==> src/hdl/iplpc_pkg.sv <==
package iplpc_pkg;

    // item kinds
    localparam logic CMD_LOOKUP = 1'b0;
    localparam logic CMD_WRITE  = 1'b1;

    // configuration register indexes
    localparam logic CFG_DEFAULT_DISPOSITION = 1'b0;
    localparam logic CFG_DEFAULT_TUNNEL      = 1'b1;

    // disposition codes
    localparam logic [1:0] DISP_TUNNEL = 2'd0;
    localparam logic [1:0] DISP_DIRECT = 2'd1;
    localparam logic [1:0] DISP_BLOCK  = 2'd2;

    localparam logic [5:0] MAX_PREFIX = 6'd32;

    typedef struct packed {
        logic              cmd;
        logic [5:0]        rule_index;
        logic              rule_enabled;
        logic [31:0]       address;
        logic [5:0]        prefix_len;
        logic              port_valid;
        logic [15:0]       port;
        logic              transport_valid;
        logic [1:0]        transport;
        logic signed [15:0] priority_req;
        logic [1:0]        disposition;
        logic [7:0]        tunnel_index;
    } in_item_t;

    typedef struct packed {
        logic       matched;
        logic [5:0] matched_rule;
        logic [1:0] route_disposition;
        logic [7:0] route_tunnel;
    } out_item_t;

    // one table entry: match fields then action fields
    typedef struct packed {
        logic               enabled;
        logic [31:0]        network;
        logic [5:0]         plen;
        logic               port_on;
        logic [15:0]        port;
        logic               tr_on;
        logic [1:0]         tr;
        logic signed [15:0] priority_val;
        logic [1:0]         disp;
        logic [7:0]         tunnel;
    } rule_t;

    // controller to datapath
    typedef struct packed {
        logic start;
        logic wr_en;
        logic clr_en;
        logic rd_en;
        logic publish;
    } ctl_cmd_t;

    // datapath to controller
    typedef struct packed {
        logic out_free;
    } ctl_stat_t;

    // unused disposition code maps to block
    function automatic logic [1:0] sat_disp(input logic [1:0] d);
        return (d > DISP_BLOCK) ? DISP_BLOCK : d;
    endfunction

    // leading-ones mask for a prefix length of 0 to 32
    function automatic logic [31:0] prefix_mask(input logic [5:0] plen);
        logic [5:0] sh;
        sh = MAX_PREFIX - plen;
        if (plen == 6'd0) begin
            return 32'd0;
        end
        return 32'hFFFF_FFFF << sh[4:0];
    endfunction

endpackage

==> src/hdl/iplpc_ctrl.sv <==
module iplpc_ctrl #(
    parameter int NUM_RULES = 64,
    parameter int AW        = 6
) (
    input  logic                 aclk,
    input  logic                 aresetn,
    input  logic                 s_valid,
    input  logic                 s_cmd,
    output logic                 s_ready,
    input  iplpc_pkg::ctl_stat_t stat,
    output iplpc_pkg::ctl_cmd_t  cmd,
    output logic [AW-1:0]        addr
);

    localparam logic [2:0] ST_CLEAR = 3'd0;
    localparam logic [2:0] ST_IDLE  = 3'd1;
    localparam logic [2:0] ST_SCAN  = 3'd2;
    localparam logic [2:0] ST_FLUSH = 3'd3;
    localparam logic [2:0] ST_DONE  = 3'd4;

    localparam logic [AW-1:0] LAST_ADDR = AW'(NUM_RULES - 1);

    logic [2:0]    state_reg, state_next;
    logic [AW-1:0] cnt_reg, cnt_next;
    logic          cnt_last;

    assign cnt_last = (cnt_reg == LAST_ADDR);
    assign addr     = cnt_reg;

    // state and sweep counter
    always_ff @(posedge aclk) begin
        if (!aresetn) begin
            state_reg <= ST_CLEAR;
            cnt_reg   <= '0;
        end else begin
            state_reg <= state_next;
            cnt_reg   <= cnt_next;
        end
    end

    // next state and commands
    always_comb begin
        state_next = state_reg;
        cnt_next   = cnt_reg;
        cmd        = '0;
        s_ready    = 1'b0;
        case (state_reg)
            ST_CLEAR: begin
                cmd.clr_en = 1'b1;
                if (cnt_last) begin
                    state_next = ST_IDLE;
                end else begin
                    cnt_next = cnt_reg + 1'b1;
                end
            end
            ST_IDLE: begin
                s_ready = 1'b1;
                if (s_valid) begin
                    if (s_cmd == iplpc_pkg::CMD_WRITE) begin
                        cmd.wr_en = 1'b1;
                    end else begin
                        cmd.start  = 1'b1;
                        cnt_next   = '0;
                        state_next = ST_SCAN;
                    end
                end
            end
            ST_SCAN: begin
                cmd.rd_en = 1'b1;
                if (cnt_last) begin
                    state_next = ST_FLUSH;
                end else begin
                    cnt_next = cnt_reg + 1'b1;
                end
            end
            ST_FLUSH: begin
                state_next = ST_DONE;
            end
            ST_DONE: begin
                if (stat.out_free) begin
                    cmd.publish = 1'b1;
                    state_next  = ST_IDLE;
                end
            end
            default: begin
                state_next = ST_IDLE;
            end
        endcase
    end

endmodule

==> config.mk <==
export PLATFORM = sky130hd
export DESIGN_NAME = iplpc_ctrl
export DESIGN_NICKNAME = d
export VERILOG_FILES = /design/src/hdl/iplpc_pkg.sv /design/src/hdl/iplpc_ctrl.sv
export SDC_FILE = /design/constraint.sdc
export NUM_CORES = 1
export LEC_CHECK = 0
export BUFFER_PORTS_ARGS = -buffer_cell sky130_fd_sc_hd__buf_2
export CAP_MARGIN = 5
export CELL_PAD_IN_SITES_DETAIL_PLACEMENT = 0
export CELL_PAD_IN_SITES_GLOBAL_PLACEMENT = 2
export CORE_UTILIZATION = 26
export CTS_CLUSTER_SIZE = 30
export DETAILED_ROUTE_END_ITERATION = 10
export PLACE_DENSITY_LB_ADDON = 0.1
export SLEW_MARGIN = 20
export SYNTH_ARGS = -nofsm -noshare
export SYNTH_HDL_FRONTEND = slang
export SYNTH_SLANG_ARGS = --single-unit
export TNS_END_PERCENT = 20
==> constraint.sdc <==
create_clock -name aclk -period 1.8 [get_ports aclk]
set_clock_uncertainty 0.05 [all_clocks]
set_input_delay 0.18 -clock aclk [delete_from_list [all_inputs] [get_ports aclk]]
set_output_delay 0.18 -clock aclk [all_outputs]
set_load 0.05 [all_outputs]
==> Word level (Yosys, flattened, before mapping) <==
Cells that the tools add are included.
{ "op_classes": {"add_sub_neg": 1, "eq_ne": 11, "mux": 19, "n_reduce_logical": 5} }
{ "ops": {"columns": ["op", "n"], "rows": [
  ["2-to-1 mux 6 bit", 3],
  ["2-to-1 mux 3 bit", 5],
  ["one-hot mux 3 bit (5 select lines)", 1],
  ["!= test 2 bit (second input constant)", 6],
  ["one-hot mux 6 bit (2 select lines)", 1],
  ["2-to-1 mux 1 bit", 7],
  ["adder 6 x 1 -> 6 bit (second input constant)", 1],
  ["equality test 3 x 2 -> 1 bit (second input constant)", 2],
  ["equality test 6 bit (second input constant)", 1],
  ["AND reduction 5 bit", 1],
  ["2-to-1 mux 2 bit", 2],
  ["AND reduction 4 bit", 1],
  ["equality test 3 x 1 -> 1 bit (second input constant)", 1],
  ["equality test 3 bit (second input constant)", 1],
  ["zero test 3 bit", 1],
  ["nonzero test 2 bit", 1],
  ["OR reduction 2 bit", 1]
]} }
{ "totals": {"register_bits": 9, "output_inout_bits": 12} }

==> Longest topological paths before layout <==
Gate-level depths: netlist of the first run.
{ "depth": {"ltp_word": 4, "ltp_mapped": 5, "ltp_nobuf": 5} }

==> Worst setup path after synthesis of the first run <==
OpenSTA, ideal clock, no wires.
{ "synth_path": {"path_kind": "register to register", "startpoint": "register state_reg[2]", "endpoint": "register cnt_reg[1] (netlist: addr[1])", "setup_time_ns": 0.135, "arrival_time_ns": 1.765, "required_ns": 1.615, "setup_slack_ns": -0.150, "path_stages_with_launch": 6, "n_path_buf": 1, "period_less_slack_ns": 1.950, "path_cell_list": "dfxtp_1 clkbuf_2 or3b_4 nor2_1 nand4b_1 o21ai_0"} }
{ "synth_via": {"elab_chain_len": 4, "word_cells_on_any_way": 10} }
{ "synth_rtl": {"columns": ["element", "line", "text"], "rows": [
  ["start: declaration", "iplpc_ctrl.sv:23", "logic [2:0] state_reg, state_next;"],
  ["start signal: assignment", "iplpc_ctrl.sv:36", "state_reg <= state_next;"],
  ["equality test 3 x 2 -> 1 bit or zero test 3 bit (tied branches)", "iplpc_ctrl.sv:47", "case (state_reg)"],
  ["OR reduction 2 bit (no source line)", null, null],
  ["!= test 2 bit (no source line) or nonzero test 2 bit (tied branches)", null, null],
  ["AND reduction 4 bit (no source line)", null, null],
  ["end signal: assignment", "iplpc_ctrl.sv:37", "cnt_reg <= cnt_next;"],
  ["end: declaration", "iplpc_ctrl.sv:24", "logic [AW-1:0] cnt_reg, cnt_next;"]
]} }
Parallel ways exist; a longest one is shown, timed or not.
A chain may end at the register's enable or synchronous reset.

==> impl_metrics.csv, run 1 <==
group,metric,value,unit
placement,dp.cells,95,
detailed_routing,drc,0,
synth,synth_seq_cells,9,
status,status,"finished, final reports clean",
finish,stdcell_area,638,sq um
clocking,cts_tree,"yes",
floorplan,die_area,0.00205,sq mm
setup_path,critPathMaxFanout,8,
pwr,p_comb_frac,0.131,
detailed_routing,dr.pass1.iters,3,
setup_path,worst-path-stages,4,
pwr,seqPwrFrac,0.502,
finish,largest_register_ffs,6,
pwr,switchingPower,116,uW
sta,fin_crit,1.72,ns
run,maxCapViolations,0,
global_routing,antenna_found_initial,0,
finish,syn2layout_area_growth,30.8,%
setup_path,timing.rr.end,"addr[3]$_SDFFE_PN0P_",
sta,final_hold_viol_count,0,
detailed_routing,drt-total-wl,1090,um
sta,worstMarginPinSlew,0.250,ns
floorplan,die_w,45.3,um
floorplan,rows,15,
placement,placed_cell_area,604,sq um
setup_path,rrSetupSlack,0.31,ns
setup_path,path_delay_family,"simple AND/OR/NAND/NOR gates",
setup_path,cpPeakStageDelay,0.41,ns
setup_path,required,1.57,ns
setup_path,timing.rr.start,"addr[0]$_SDFFE_PN0P_",
finish,finalNonFillerCells,99,
sta,max_freq,0.582,GHz
setup_path,worst_setup_path_end_kind,"output port",
sta,period_share,0.955,
setup_path,worstPathCellList,"or3b_4 -> inv_1 -> and3_1 -> buf_4",
clocking,root_buffer,"clkbuf_4",
sta,setup_violations,0,
floorplan,die_y,45.3,um
floorplan,core-area,0.00175,sq mm
pwr,power_density,663,mW/mm^2
finish,n_fill_cell,199,
sta,max_slew_margin,0.835,
finish,final_util,0.366,
setup_path,worstSetupPathType,"reg -> out",
pwr,pwr-share-clk,0.368,
clocking,cts_max_level,1,
floorplan,start_util,0.280,
detailed_routing,via_per_inst,4.54,
detailed_routing,routedWlPerCell,11.0,um
finish,drive_gt1_frac,0.405,
finish,diodes,0,
min_path,min_path_cells,3,
detailed_routing,vias,449,
global_routing,grt_max_degree,10,
sta,rsz0062_at_grt,"false",
detailed_routing,drtAntennaViolNets,0,
synth,syn-num-nets,60,
pwr,ir_worst_vdd,0.000376,V
synth,synth_area,488,sq um
setup_path,crit_path_top_delay_cell,"or3b_4",
clocking,post_cts_hold_buffer_count,0,
detailed_routing,drt_iter0_drc,8,
clocking,clkSinkCount,9,
clocking,clock_latency,0.26,ns
synth,yosysSeqAreaShare,0.369,
clocking,clk_pin_slew,0.07,ns
setup_path,worst-path-buf-inv,2,
placement,hpwl,812,um
placement,routabilityCongestion,0.679,
pwr,cellLeakagePower,0.000284,uW
pwr,switching_share,0.275,
global_routing,grt_usage,0.118,
clocking,cts_resized,2,
finish,final_nets,81,
clocking,cts_made_buffers,3,
synth,yosysWarnings,0,
setup_path,worstPathArrival,1.49,ns
global_routing,grt_pass1_wl,1680,um
clocking,cts_buffer_depth,2,
min_path,holdCritStartpoint,"aresetn",
sta,slew_violations,0,
min_path,hold_path_class,"in -> reg",
synth,ys_types,31,
global_routing,overflow,0,
setup_path,cp-start-kind,"register",
synth,syn-instance-count,54,
placement,port_buffers,16,
setup_path,rr_worst_depth,5,
global_routing,grt_pass1_vias,372,
clocking,cts_setup_buffers,0,
pwr,intPower,307,uW
synth,synth.avg_cell_area,9.04,sq um
min_path,hold_path_end,"state_reg[0]$_SDFFE_PN0P_",
floorplan,io_pins,17,
## per-stage QoR
step	setup slack, ns	hold slack (ns)	setup TNS [ns]	total power, uW
6_report	0.0807	0.194	0	423
5_1_grt	0.0111	0.200	0	452
4_1_cts	0.0317	0.180	0	437
3_5_place_dp	0.197	0.468	0	274
3_3_place_gp	0.236	0.468	0	274
2_1_floorplan	-0.124	0.340	-0.457	259
## synthesized netlist by cell type
| library cell | count | area share |
|---|---|---|
| and2_1 | 1 | 0.013 |
| a21oi_1 | 1 | 0.010 |
| o2bb2ai_1 | 3 | 0.054 |
| and3_1 | 1 | 0.013 |
| nand4b_1 | 1 | 0.018 |
| dfxtp_1 | 9 | 0.37 |
| xnor2_1 | 1 | 0.018 |
| nor3_1 | 2 | 0.021 |
| xor2_1 | 3 | 0.054 |
| a21boi_0 | 1 | 0.015 |
| ha_1 | 1 | 0.026 |
| a21o_1 | 1 | 0.015 |
| nand3_1 | 3 | 0.031 |
| or2b_2 | 1 | 0.018 |
| nor3b_1 | 2 | 0.031 |
| o2111ai_1 | 1 | 0.018 |
| o21ai_2 | 1 | 0.018 |
| o31ai_1 | 1 | 0.015 |
| nor2_1 | 2 | 0.015 |
| inv_1 | 2 | 0.015 |
| o22ai_1 | 1 | 0.013 |
| clkbuf_2 | 1 | 0.010 |
| o21ai_0 | 2 | 0.021 |
| nand3b_1 | 1 | 0.015 |
| or3b_4 | 1 | 0.023 |
| or2_2 | 1 | 0.013 |
| nor2b_2 | 1 | 0.018 |
| buf_4 | 1 | 0.015 |
| nand2_1 | 5 | 0.038 |
| and4bb_2 | 1 | 0.026 |
| or4b_1 | 1 | 0.021 |
## worst reg2reg max path, stage by stage (launching register included)
cell       delay [ns]
dfxtp_1          0.40
ha_1             0.21
nand3_1          0.11
o21ai_0          0.24
nor2b_2          0.29
o2bb2ai_1        0.13
## placed cells by master (no fill, tap or decap), drive strengths merged
master and instances:
o31ai 1, a21oi 1, nor3b 2, nand3 3, inv 2, o2bb2ai 3, o22ai 1, clkbuf 4
nor2 2, and3 1, o21ai 3, ha 1, nor3 2, or3b 1, or2b 1, nand3b 1
a21o 1, or2 1, xor2 3, o2111ai 1, dfxtp 9, and2 1, nand4b 1, and4bb 1
or4b 1, xnor2 1, buf 18, nand2 5, nor2b 1, a21boi 1
## per-layer routing
metal	wire length [um]	up-vias	share of wire	track usage
met3	46	0	0.042	0.0600
met5	0	-	0	0
met4	0	0	0	0.0182
met1	613	203	0.56	0.174
met2	431	10	0.39	0.154
li1	-	236	-	-
## layout make-up
type,instances,area (sq um),area share
multi-input combinational,41,290,0.455
sequential,9,185,0.290
clock buffer,4,26.3,0.0412
inverter,2,7.51,0.0118
tap,25,31.3,0.0490
timing repair buffer,18,97.6,0.153
## power groups by stage
stage | logic, uW | clock network, uW | registers [uW]
3_3_place_gp | 56.2 | 0 | 218
3_5_place_dp | 55.9 | 0 | 218
6_report | 55.3 | 155 | 212
5_1_grt | 59.7 | 180 | 213
4_1_cts | 55.9 | 167 | 214
2_1_floorplan | 19.9 | 0 | 240
## how the worst max path moves through the flow
stage                                    startpoint  endpoint  slack, ns
after floorplan           state_reg[2]$_SDFFE_PN0P_    cmd[3]      -0.12
after global placement    state_reg[0]$_SDFFE_PN0P_    cmd[3]       0.24
after detailed placement  state_reg[0]$_SDFFE_PN0P_    cmd[3]       0.20
after CTS                 state_reg[1]$_SDFFE_PN0P_    cmd[3]       0.03
after global routing      state_reg[0]$_SDFFE_PN0P_    cmd[3]       0.01
final                     state_reg[0]$_SDFFE_PN0P_    cmd[3]       0.08
## kinds of logic (layout without fill, tap and decap cells)
group           Yosys count  in the layout  synth area share
buf+inv                   4             24            0.0410
fa+ha+maj                 1              1            0.0256
flops                     9              9             0.369
simple gates             24             24             0.313
compound gates           12             12             0.180
xor+xnor                  4              4            0.0718
(Power assumes the default switching activity.)
==> inputs of run 2 (changes only) <==
CORE_UTILIZATION = 28   (was 26)
CTS_BUF_LIST = sky130_fd_sc_hd__clkbuf_2   (was default)
==> run 2 against run 1 <==
The run now ends with design-rule violations left. Clock-buffer cell count did not move. Final cell count fell by 9.1%. Maximum frequency rose by 1.3%. Routed wire length fell by 1.4%. Critical path depth did not move. Register-to-register slack barely moved. First-iteration DRC count fell by 75%. Sequential share of layout area rose by 0.64 points. Utilization rose by 3.5 points. Sequential power barely moved.
==> impl_metrics.csv, run 2 (synthesis results as in run 1) <==
group,metric,value,unit
pwr,power_density,646,mW/mm^2
setup_path,critPathMaxFanout,8,
floorplan,start_util,0.313,
setup_path,rrSetupSlack,0.32,ns
status,status,"finished, violations left",
detailed_routing,drt_iter0_drc,2,
floorplan,die_y,43.7,um
clocking,cts_max_level,1,
sta,slew_violations,0,
detailed_routing,via_per_inst,5.03,
placement,dp_slack,0.213,ns
setup_path,worstSetupPathType,"reg -> out",
pwr,cellLeakagePower,0.000287,uW
clocking,cts_buffer_depth,2,
detailed_routing,vias,453,
global_routing,grt_usage,0.130,
finish,syn2layout_area_growth,27.9,%
finish,multi_input_area,290,sq um
global_routing,grt_max_degree,10,
sta,max_slew_margin,0.836,
finish,diodes,0,
sta,period_share,0.943,
clocking,cts_setup_buffers,0,
clocking,root_buffer,"clkbuf_2",
sta,worstMarginPinSlew,0.248,ns
floorplan,die_w,43.7,um
pwr,intPower,280,uW
pwr,switchingPower,123,uW
sta,rsz0062_at_grt,"false",
setup_path,worst_setup_path_end_kind,"output port",
clocking,cts_tree,"yes",
placement,routabilityCongestion,0.656,
global_routing,antenna_found_initial,0,
setup_path,cp-start-kind,"register",
pwr,switching_share,0.305,
sta,setup_violations,0,
setup_path,worstPathArrival,1.47,ns
clocking,cts_made_buffers,3,
pwr,total_power,403,uW
floorplan,core-area,0.00156,sq mm
clocking,clock_latency,0.25,ns
global_routing,overflow,0,
placement,hpwl,810,um
clocking,clkSinkCount,9,
detailed_routing,routedWlPerCell,12.0,um
sta,fin_crit,1.70,ns
detailed_routing,drt-total-wl,1080,um
sta,final_hold_viol_count,0,
setup_path,required,1.57,ns
placement,port_buffers,16,
sta,finalWorstSetupSlack,0.103,ns
finish,n_fill_cell,167,
finish,largest_register_ffs,6,
finish,layout_common_cells,"buf_2 (15), dfxtp_1 (7), nand2_1 (5)",
floorplan,die_area,0.00191,sq mm
clocking,clk_pin_slew,0.10,ns
sta,max_freq,0.589,GHz
finish,final_nets,81,
pwr,p_comb_frac,0.137,
run,maxCapViolations,0,
finish,regArea,185,sq um
status,violations,"design-rule violations",
detailed_routing,dr.pass1.iters,6,
finish,final_common_cell,"buf_2",
floorplan,rows,14,
finish,drive_gt1_frac,0.419,
min_path,hold_path_class,"in -> reg",
pwr,ir_worst_vdd,0.000273,V
pwr,seqPwrFrac,0.526,
detailed_routing,drtAntennaViolNets,0,
pwr,pwr-share-clk,0.336,
detailed_routing,drc,1,
floorplan,io_pins,17,
global_routing,grt_pass1_wl,1750,um
sta,setup_tns,0,ns
global_routing,grt_pass1_vias,404,
-- run 2: cell types whose count changed in the layout (fill, tap and decap cells not counted) --
| cell | change |
|---|---|
| clkbuf_2 | +4 |
| clkbuf_4 | -3 |
| buf_4 | -1 |
| buf_6 | +1 |
| clkbuf_1 | -1 |
-- run 2: worst paths after layout --
path                             start                   endpoint  cells after the start
min                               stat  state_reg[2]$_SDFFE_PN0P_                      3
max reg2reg       addr[0]$_SDFFE_PN0P_       addr[0]$_SDFFE_PN0P_                      6
min reg2reg       addr[3]$_SDFFE_PN0P_       addr[3]$_SDFFE_PN0P_                      1
max          state_reg[0]$_SDFFE_PN0P_                     cmd[3]                      4
-- run 2: power groups by stage --
stage               combinational, uW  sequential, uW  clock [uW]
floorplan                        19.9             240           0
global placement                 56.1             218           0
detailed placement               55.5             218           0
CTS                              55.7             214         147
global route                     59.0             214         153
finish                           55.4             212         136
-- run 2: layout make-up --
cell class | count | share of cell area
multi-input cells | 41 | 0.465
repair buffers | 18 | 0.162
clock buffers | 4 | 0.0321
well taps | 16 | 0.0321
inverters | 2 | 0.0120
flip-flops and latches | 9 | 0.297
-- run 2: timing repair --
action | 4_1_cts | 5_1_grt
pin swaps | 0 | 0
gates cloned | 0 | 0
resized for setup | 2 | 3
hold buffers | 0 | 0
endpoints found under the setup margin | 1 | 1
-- run 2: routing by layer --
metal	global-route usage	up-vias	part of all wire
li1	-	236	-
met2	0.194	10	0.44
met1	0.159	203	0.49
met5	0	-	0
met4	0.0938	0	0.025
met3	0.0375	4	0.043
-- run 2: through the flow --
stage | util | area (sq um) | std cells | hold WS [ns]
floorplan | - | 490 | 54 | 0.340
global placement | 0.380 | 593 | 86 | 0.466
detailed placement | 0.380 | 593 | 86 | 0.470
CTS | 0.396 | 617 | 90 | 0.186
global route | 0.400 | 624 | 90 | 0.205
finish | 0.400 | 624 | 90 | 0.202
-- run 2: worst max-delay path, cell delays in order, from the launching register on --
cell,delay (ns)
dfxtp_4,0.39
or3b_4,0.40
inv_1,0.10
and3_1,0.17
buf_6,0.16
==> inputs of run 3 (changes only) <==
clock period = 1.65 ns   (was 1.8 ns; I/O delays follow)
==> run 3 against run 2 <==
The run still ends with design-rule violations left. Power rose by 8.2%. Sequential share of layout area fell by 2.3 points. Highest routed layer is now met3. Largest cell class unchanged. Critical path depth did not move. Utilization rose by 3.4 points. Clock power rose by 4%. Setup slack got worse by 0.068 ns. Cell area rose by 8.4%.
==> impl_metrics.csv, run 3 (synthesis results as in run 1) <==
group,metric,value,unit
sta,setup_tns,0,ns
floorplan,die_area,0.00191,sq mm
detailed_routing,routedWlPerCell,11.2,um
finish,syn2layout_area_growth,38.7,%
sta,setup_violations,0,
sta,fin_crit,1.61,ns
sta,period_share,0.978,
global_routing,grt_usage,0.137,
global_routing,grt_pass1_wl,1880,um
sta,max_freq,0.619,GHz
finish,largest_register_ffs,6,
clocking,cts_buffer_depth,2,
sta,worstMarginPinSlew,0.248,ns
detailed_routing,drtAntennaViolNets,0,
finish,drive_gt1_frac,0.506,
pwr,power_density,645,mW/mm^2
setup_path,worstPathCellList,"or3b_4 -> clkinvlp_4 -> and3_4 -> buf_8",
detailed_routing,dr.pass1.iters,8,
status,violations,"design-rule violations",
clocking,cts_made_buffers,3,
setup_path,worst_setup_path_end_kind,"output port",
detailed_routing,via_per_inst,5.06,
pwr,cellLeakagePower,0.000301,uW
setup_path,cp-start-kind,"register",
status,status,"finished, violations left",
sta,whs,0.173,ns
setup_path,critPathMaxFanout,3,
sta,final_hold_viol_count,0,
finish,final_common_cell,"buf_2",
clocking,cts_tree,"yes",
sta,max_slew_margin,0.836,
floorplan,start_util,0.313,
finish,final_nets,86,
detailed_routing,drc,1,
detailed_routing,drt-total-wl,1070,um
placement,hpwl,807,um
pwr,ir_worst_vdd,0.000315,V
setup_path,cpPeakStageDelay,0.43,ns
finish,diodes,0,
setup_path,worstSetupPathType,"reg -> out",
floorplan,io_pins,17,
sta,slew_violations,0,
finish,layout_common_cells,"buf_2 (14), buf_4 (8), nand2_1 (5), dfxtp_1 (5)",
detailed_routing,drt_iter0_drc,5,
clocking,clock_latency,0.24,ns
global_routing,grt_max_degree,10,
clocking,clkSinkCount,9,
setup_path,crit_path_top_delay_cell,"or3b_4",
sta,rsz0062_at_grt,"true",
clocking,root_buffer,"clkbuf_2",
floorplan,die_w,43.7,um
global_routing,grt_pass1_vias,447,
setup_path,worstPathArrival,1.40,ns
clocking,clk_pin_slew,0.10,ns
global_routing,antenna_found_initial,0,
placement,port_buffers,16,
clocking,cts_max_level,1,
run,maxCapViolations,0,
global_routing,overflow,0,
floorplan,die_y,43.7,um
setup_path,required,1.43,ns
finish,final_util,0.434,
floorplan,rows,14,
min_path,hold_path_class,"in -> reg",
sta,finalWorstSetupSlack,0.0356,ns
finish,n_fill_cell,174,
placement,routabilityCongestion,0.721,
floorplan,core-area,0.00156,sq mm
detailed_routing,vias,481,
placement,dp_slack,0.202,ns
[run 3: changes by cell type in the layout (fill, tap and decap cells not counted), sizes merged]
cell | previous run | this run
buf | 18 | 23
clkinvlp | 0 | 1
inv | 2 | 1
[run 3: layout make-up]
type	count	area [sq um]	share of cell area
inverters	2	11.3	0.0166
multi-input cells	41	295	0.436
clock buffers	4	20.0	0.0296
well taps	16	20.0	0.0296
flip-flops and latches	9	185	0.274
repair buffers	23	145	0.214
[run 3: stage by stage]
| stage | area [sq um] | total power, uW | instances |
|---|---|---|---|
| after CTS | 658 | 449 | 93 |
| after floorplan | 498 | 284 | 54 |
| after global placement | 616 | 300 | 88 |
| final | 677 | 436 | 95 |
| after global routing | 677 | 468 | 95 |
| after detailed placement | 616 | 299 | 88 |
[run 3: what timing repair did]
action                     4_1_cts  5_1_grt
buffers inserted                 1        2
hold buffers                     0        0
pin swaps                        2        1
resized for setup                5        3
setup endpoints to repair        1        3
[run 3: power by group]
| group | total (uW) | switching (uW) | leakage, uW | internal [uW] |
|---|---|---|---|---|
| combinational | 60.8 | 42.0 | 0.000210 | 18.8 |
| sequential | 233 | 7.79 | 0.0000746 | 225 |
| clock | 142 | 77.8 | 0.0000166 | 64.4 |
| total | 436 | 128 | 0.000301 | 309 |
[run 3: metal layers]
metal  part of all wire  GRT usage  vias up
met3              0.046     0.0667        0
met2               0.44      0.197       11
met1               0.51      0.174      222
met4                  0     0.0563        0
met5                  0          0        -
li1                   -          -      248
[run 3: final timing paths]
check                           cells after the start                      start                        end  slack [ns]
worst min register to register                      1       addr[0]$_SDFFE_PN0P_       addr[0]$_SDFFE_PN0P_        0.45
worst max-delay path                                4  state_reg[1]$_SDFFE_PN0P_                     cmd[3]        0.04
worst min-delay path                                3                       stat  state_reg[2]$_SDFFE_PN0P_        0.17
worst max register to register                      5  state_reg[1]$_SDFFE_PN0P_       addr[0]$_SDFFE_PN0P_        0.15
[run 3: worst max-delay path, delay by kind of cell, from the launching register on]
kind	cells	cell delay, ns
and+or+nand+nor	2	0.60
DFF	1	0.32
buffers and inverters	2	0.23
